==> config.mk <==
export PLATFORM = sky130hd
export DESIGN_NAME = pgt_front_flat
export DESIGN_NICKNAME = d
export VERILOG_FILES = /design/src/hdl/pgt_pkg.sv /design/src/hdl/pgt_req_if.sv /design/src/hdl/pgt_front.sv /design/src/flat_wrapper.sv
export SDC_FILE = /design/constraint.sdc
export NUM_CORES = 1
export LEC_CHECK = 0
export BUFFER_PORTS_ARGS = -buffer_cell sky130_fd_sc_hd__buf_2
export CAP_MARGIN = 20
export CORE_MARGIN = 4
export CORE_UTILIZATION = 45
export DETAILED_ROUTE_END_ITERATION = 7
export PLACE_DENSITY = 0.71
export SLEW_MARGIN = 20
export SYNTH_ARGS = -nofsm -noshare
export SYNTH_HDL_FRONTEND = slang
export SYNTH_SLANG_ARGS = --single-unit
==> constraint.sdc <==
create_clock -name clk -period 3.7 [get_ports clk]
set_input_delay 0 -clock clk [delete_from_list [all_inputs] [get_ports clk]]
set_output_delay 0 -clock clk [all_outputs]
set_load 0.1 [all_outputs]
==> src/hdl/pgt_pkg.sv <==
`timescale 1ns / 1ps
// ----------------------------------------------------------------------------
// pgt_pkg
// Shared types and codes for the two-level page table manager.
// ----------------------------------------------------------------------------
package pgt_pkg;

  localparam int IDX_W       = 10;
  localparam int OFF_W       = 12;
  localparam int FRAME_W     = 20;
  localparam int CNT_W       = 13;
  localparam int DIR_ENTRIES = 1024;
  localparam int FLAG_USER   = 2;

  localparam logic [CNT_W-1:0] CNT_MAX = 13'd8191;

  localparam logic [1:0] OP_MAP   = 2'd0;
  localparam logic [1:0] OP_UNMAP = 2'd1;
  localparam logic [1:0] OP_XLATE = 2'd2;

  localparam logic [2:0] ST_OK         = 3'd0;
  localparam logic [2:0] ST_MISALIGNED = 3'd1;
  localparam logic [2:0] ST_ALREADY    = 3'd2;
  localparam logic [2:0] ST_NOT_MAPPED = 3'd3;
  localparam logic [2:0] ST_NO_TABLES  = 3'd4;

  typedef struct packed {
    logic             present;
    logic             writable;
    logic             user;
    logic [IDX_W-1:0] table_num;
  } dir_entry_t;

  // One classified request as it waits between the front and back parts.
  typedef struct packed {
    logic [1:0]         op;
    logic               misaligned;
    logic [IDX_W-1:0]   dir;
    logic [IDX_W-1:0]   tab;
    logic [OFF_W-1:0]   off;
    logic [FRAME_W-1:0] frame;
    logic [OFF_W-1:0]   flags;
  } pgt_item_t;

  typedef struct packed {
    logic busy;
    logic pop;
  } back_ctl_t;

endpackage

==> src/hdl/pgt_req_if.sv <==
`timescale 1ns / 1ps
// ----------------------------------------------------------------------------
// pgt_req_if
// Request channel: valid/ready handshake with the request fields.
// ----------------------------------------------------------------------------
interface pgt_req_if;
  logic        valid;
  logic        ready;
  logic [1:0]  op;
  logic [31:0] virt_addr;
  logic [31:0] phys_addr;
  logic [11:0] page_flags;

  modport source (output valid, op, virt_addr, phys_addr, page_flags, input ready);
  modport sink   (input valid, op, virt_addr, phys_addr, page_flags, output ready);
endinterface

==> src/hdl/pgt_front.sv <==
`timescale 1ns / 1ps
// ----------------------------------------------------------------------------
// pgt_front
// Accepts requests, splits the address and checks alignment, and holds
// the classified requests in a two-entry queue for the back part.
// ----------------------------------------------------------------------------
module pgt_front
  import pgt_pkg::*;
(
  input  logic        clk,
  input  logic        rst,
  pgt_req_if.sink     req,
  input  back_ctl_t   ctl,
  output logic        item_valid,
  output pgt_item_t   item
);

  pgt_item_t  queue [2];
  logic       wr_ptr;
  logic       rd_ptr;
  logic [1:0] fill;
  logic       push;
  pgt_item_t  cls;

  assign req.ready = (fill != 2'd2) && !ctl.busy;
  assign push      = req.valid && req.ready;

  always_comb begin
    cls.op    = req.op;
    cls.dir   = req.virt_addr[31:22];
    cls.tab   = req.virt_addr[21:12];
    cls.off   = req.virt_addr[11:0];
    cls.frame = req.phys_addr[31:12];
    cls.flags = req.page_flags;
    case (req.op)
      OP_MAP:   cls.misaligned = (req.virt_addr[11:0] != '0) || (req.phys_addr[11:0] != '0);
      OP_UNMAP: cls.misaligned = (req.virt_addr[11:0] != '0);
      default:  cls.misaligned = 1'b0;
    endcase
  end

  always_ff @(posedge clk) begin
    if (push) begin
      queue[wr_ptr] <= cls;
    end
  end

  always_ff @(posedge clk) begin
    if (rst) begin
      wr_ptr <= 1'b0;
      rd_ptr <= 1'b0;
      fill   <= 2'd0;
    end else begin
      if (push) begin
        wr_ptr <= ~wr_ptr;
      end
      if (ctl.pop) begin
        rd_ptr <= ~rd_ptr;
      end
      case ({push, ctl.pop})
        2'b10:   fill <= fill + 2'd1;
        2'b01:   fill <= fill - 2'd1;
        default: fill <= fill;
      endcase
    end
  end

  assign item_valid = (fill != 2'd0);
  assign item       = queue[rd_ptr];

endmodule

==> src/flat_wrapper.sv <==
// flat-port wrapper written by rule: the top's interface ports become plain ports
module pgt_front_flat import pgt_pkg::*;
  (clk, rst, ctl, item_valid, item, req_valid, req_op, req_virt_addr, req_phys_addr, req_page_flags, req_ready);
  pgt_req_if req_i ();
  input  logic clk;
  input  logic rst;
  input  back_ctl_t ctl;
  output logic item_valid;
  output pgt_item_t item;
  input wire logic [$bits(req_i.valid)-1:0] req_valid;
  input wire logic [$bits(req_i.op)-1:0] req_op;
  input wire logic [$bits(req_i.virt_addr)-1:0] req_virt_addr;
  input wire logic [$bits(req_i.phys_addr)-1:0] req_phys_addr;
  input wire logic [$bits(req_i.page_flags)-1:0] req_page_flags;
  output wire logic [$bits(req_i.ready)-1:0] req_ready;
  assign req_i.valid = req_valid;
  assign req_i.op = req_op;
  assign req_i.virt_addr = req_virt_addr;
  assign req_i.phys_addr = req_phys_addr;
  assign req_i.page_flags = req_page_flags;
  assign req_ready = req_i.ready;
  pgt_front u_core (.clk(clk), .rst(rst), .req(req_i), .ctl(ctl), .item_valid(item_valid), .item(item));
endmodule
==> summary.txt <==
OUTCOME
--------------------------------------------------------------------------------------
Outcome ................................................................. complete, no violations

CLOCK NETWORK
--------------------------------------------------------------------------------------
Clock sink total ........................................................          139
Clock buffer count from CTS .............................................           17
Cells resized by post-CTS repair ........................................            0
Clock insertion delay at the later pin of the skew report ...............      0.40 ns
CTS tree ................................................................         done
CTS root buf ............................................................ sky130_fd_sc_hd__clkbuf_16
H-tree depth ............................................................            4
Number of buffers on the longest clock path .............................            2
Clk slew on worst S/H paths .............................................      0.06 ns

FLOORPLAN
--------------------------------------------------------------------------------------
Area of the core region ................................................. 0.01098 sq mm
I/O pin count ...........................................................          152
Die width ...............................................................     114.5 um
Area of the die ......................................................... 0.01311 sq mm
Starting Density ........................................................       0.4647
Die outline height ......................................................     114.5 um
Row count ...............................................................           38

WORST SETUP PATH
--------------------------------------------------------------------------------------
Largest driver fanout on the critical path ..............................           67
Required time of the critical path ......................................      3.70 ns
Crit path DAT ...........................................................      2.12 ns
Kind of critical path ................................................... flip-flop to primary output
Kind of end point of the critical path .................................. primary output
CP Launch Type ..........................................................    flip-flop

DETAILED ROUTING
--------------------------------------------------------------------------------------
Post-detailed-route count of antenna-violating nets .....................            0
Initial drt markers .....................................................          108
Pre-antenna DRT Iters ...................................................            4
DR WL/cell ..............................................................     16.50 um
DRC violation count after routing .......................................            0
Average via count per standard cell .....................................        4.803
Aggregate routed wire length ............................................     10410 um
Total number of vias ....................................................         3031

SYNTH
--------------------------------------------------------------------------------------
Area share of the leading cell type in the synthesized netlist ..........       0.7884
Yosys warning count .....................................................            0
Async set or reset register ratio after synthesis .......................            0
Synthesized area per cell ...............................................  21.18 sq um
Register area share after synthesis .....................................       0.8080
Post-Syn Nets ...........................................................          325
Dominant cells by area after synthesis .................................. sky130_fd_sc_hd__edfxtp_1 79%, sky130_fd_sc_hd__mux2_2 14%, sky130_fd_sc_hd__dfxtp_1 2.0%
Unique cell type count in the Yosys netlist .............................           23
Cell accounting for the most synthesized area ........................... sky130_fd_sc_hd__edfxtp_1
Synthesized instance count ..............................................          241
Cell types with the highest counts after synthesis ...................... 134 x sky130_fd_sc_hd__edfxtp_1, 63 x sky130_fd_sc_hd__mux2_2, 6 x sky130_fd_sc_hd__nor4_1
Number of synthesized flops with an enable pin ..........................          134
Mapped cell area ........................................................ 0.005104 sq mm
Yosys reg bits ..........................................................          139
Top FF cell, synth ...................................................... sky130_fd_sc_hd__edfxtp_1
Most common cell in the netlist ......................................... sky130_fd_sc_hd__edfxtp_1

GLOBAL ROUTE
--------------------------------------------------------------------------------------
GRT Util Overall ........................................................       0.1673
Number of global-route vias before repair ...............................         3296
Antenna violations before repair ........................................            0
Residual overflow from global routing ...................................            0
Wire length of the first global-routing pass ............................     16200 um
Pin count of the biggest net entering global routing ....................           68

LAYOUT
--------------------------------------------------------------------------------------
FF+latch area ........................................................... 0.004128 sq mm
Count of filler cells inserted in the layout ............................          744
Growth of design area from synthesis to finish ..........................       43.29%
Number of antenna diodes ................................................            0
Nets ....................................................................          562
Multi-input gate area ...................................................  930.9 sq um
Fraction of layout instances using a drive strength above 1 .............       0.5132

TIMING
--------------------------------------------------------------------------------------
Total of endpoints with negative setup slack in the final report ........            0
Setup repair after global routing missed its margin .....................           no
Maximum clock skew at final layout ......................................  0.007653 ns
Worst slew pin tran .....................................................    0.9134 ns
Post-Route Setup TNS ....................................................         0 ns
Number of max-slew violations in the final report .......................            0
Maximum operating frequency .............................................    471.9 MHz
Hold Worst Slack ........................................................    0.3143 ns
Number of hold violations in the final report ...........................            0
Fin crit period .........................................................     2.119 ns
Crit share post-route ...................................................       0.5727
Slew headroom ...........................................................       0.3910

POWER
--------------------------------------------------------------------------------------
Cell Pwr Density ........................................................ 604.0 mW/mm^2
VDD IR-drop max .........................................................  0.0003516 V
Standby leakage power ...................................................     2.779 nW

PLACEMENT
--------------------------------------------------------------------------------------
Placed wire-length estimate .............................................      6171 um
IO buf count ............................................................          151
Weighted congestion reported at the end of routability-driven placement .       0.6953

RUN
--------------------------------------------------------------------------------------
Number of maximum-capacitance violations ................................            0

HOLD PATH
--------------------------------------------------------------------------------------
Worst min-delay path category ........................................... input pin to flip-flop

area by class of cell:
| cell class | instances | area share |
|---|---|---|
| Tap cell | 140 | 0.02395 |
| Sequential cell | 139 | 0.5644 |
| Timing Repair Buffer | 225 | 0.2036 |
| Clock buffer | 18 | 0.05868 |
| Inverter | 2 | 0.001027 |
| Multi-Input combinational cell | 93 | 0.1273 |
| Clock inverter | 14 | 0.02104 |
worst max-delay path, cell delays in order (launching register included):
cell and delay (ns):
sky130_fd_sc_hd__dfxtp_4 0.94, sky130_fd_sc_hd__mux2_2 0.32, sky130_fd_sc_hd__buf_2 0.42
timing repair:
| action | in CTS | in global routing |
|---|---|---|
| hold buffers | 71 | 0 |
| endpoints found under the hold margin | 139 | 0 |
| setup buffers | 0 | 0 |
cells by family (layout without fill, tap and decap cells):
logic type | after synthesis | in the layout | share of synthesized area
flip-flops | 139 | 139 | 0.8080
AND/OR/NAND/NOR | 16 | 16 | 0.01888
multiplexers | 67 | 67 | 0.1478
AO/OA/AOI/OAI | 6 | 6 | 0.007845
buffers and inverters | 9 | 259 | 0.009807
adder cells (fa/ha/maj) | 1 | 1 | 0.002451
XOR/XNOR | 3 | 3 | 0.005149
layer usage:
layer / vias to the layer above / part of all wire / GRT usage
met4: 0 / 0.021 / 0.09422
met1: 1470 / 0.40 / 0.1854
li1: 1442 / - / -
met3: 15 / 0.058 / 0.05021
met2: 104 / 0.52 / 0.2860
met5: - / 0 / 0
power by group:
group / internal [mW] / leakage, nW / switching, mW / total [mW]
Sequential: 1.81 / 1.27 / 0.0461 / 1.86
Combinational: 0.218 / 1.23 / 0.694 / 0.912
Clock: 1.05 / 0.282 / 0.602 / 1.65
Total: 3.08 / 2.78 / 1.34 / 4.42
cell usage in the layout, fill, tap and decap left out, types with 2 or more instances in the layout:
cell type | Yosys | layout
sky130_fd_sc_hd__buf_2 | 4 | 151
sky130_fd_sc_hd__edfxtp_1 | 134 | 134
sky130_fd_sc_hd__dlygate4sd3_1 | 0 | 71
sky130_fd_sc_hd__mux2_2 | 63 | 63
sky130_fd_sc_hd__clkbuf_16 | 0 | 17
sky130_fd_sc_hd__nor4_1 | 6 | 6
sky130_fd_sc_hd__mux2_1 | 4 | 4
sky130_fd_sc_hd__nor2_1 | 4 | 4
sky130_fd_sc_hd__clkinv_2 | 0 | 4
sky130_fd_sc_hd__dfxtp_1 | 5 | 4
sky130_fd_sc_hd__clkinv_1 | 0 | 3
sky130_fd_sc_hd__bufinv_16 | 0 | 3
sky130_fd_sc_hd__buf_4 | 3 | 3
sky130_fd_sc_hd__xnor2_1 | 2 | 2
sky130_fd_sc_hd__a21oi_1 | 2 | 2
sky130_fd_sc_hd__clkinv_4 | 0 | 2
sky130_fd_sc_hd__clkinvlp_4 | 0 | 2
path summary, 6_finish.rpt:
path / from / to / cells after the start / slack, ns
setup / recovery: flip-flop / item[62] / 2 / 1.58
hold / removal: req_phys_addr[24] / u_core.queue[1][24] / 2 / 0.31
hold reg to reg: u_core.wr_ptr / u_core.wr_ptr / 2 / 0.49
setup reg to reg: u_core.fill[0] / u_core.queue[0][57] / 4 / 1.60
through the flow:
| stage | setup slack, ns | std cells | instance area (sq um) | utilization | power (mW) |
|---|---|---|---|---|---|
| after floorplan | 0.4327 | 241 | 5105 | - | 2.589 |
| after global placement | 1.634 | 528 | 6020 | 0.5481 | 2.733 |
| after detailed placement | 1.536 | 528 | 6020 | 0.5481 | 2.744 |
| after CTS | 1.520 | 631 | 7313 | 0.6659 | 4.455 |
| after global routing | 1.419 | 631 | 7313 | 0.6659 | 4.564 |
| final | 1.581 | 631 | 7313 | 0.6659 | 4.417 |
registers in the layout, indices dropped and copies added, names as in the netlist, named ones only:
name and cells:
u_core.wr_ptr 1, u_core.queue 134, u_core.fill 2, u_core.rd_ptr 1
Power figures use the tool's default switching activity.
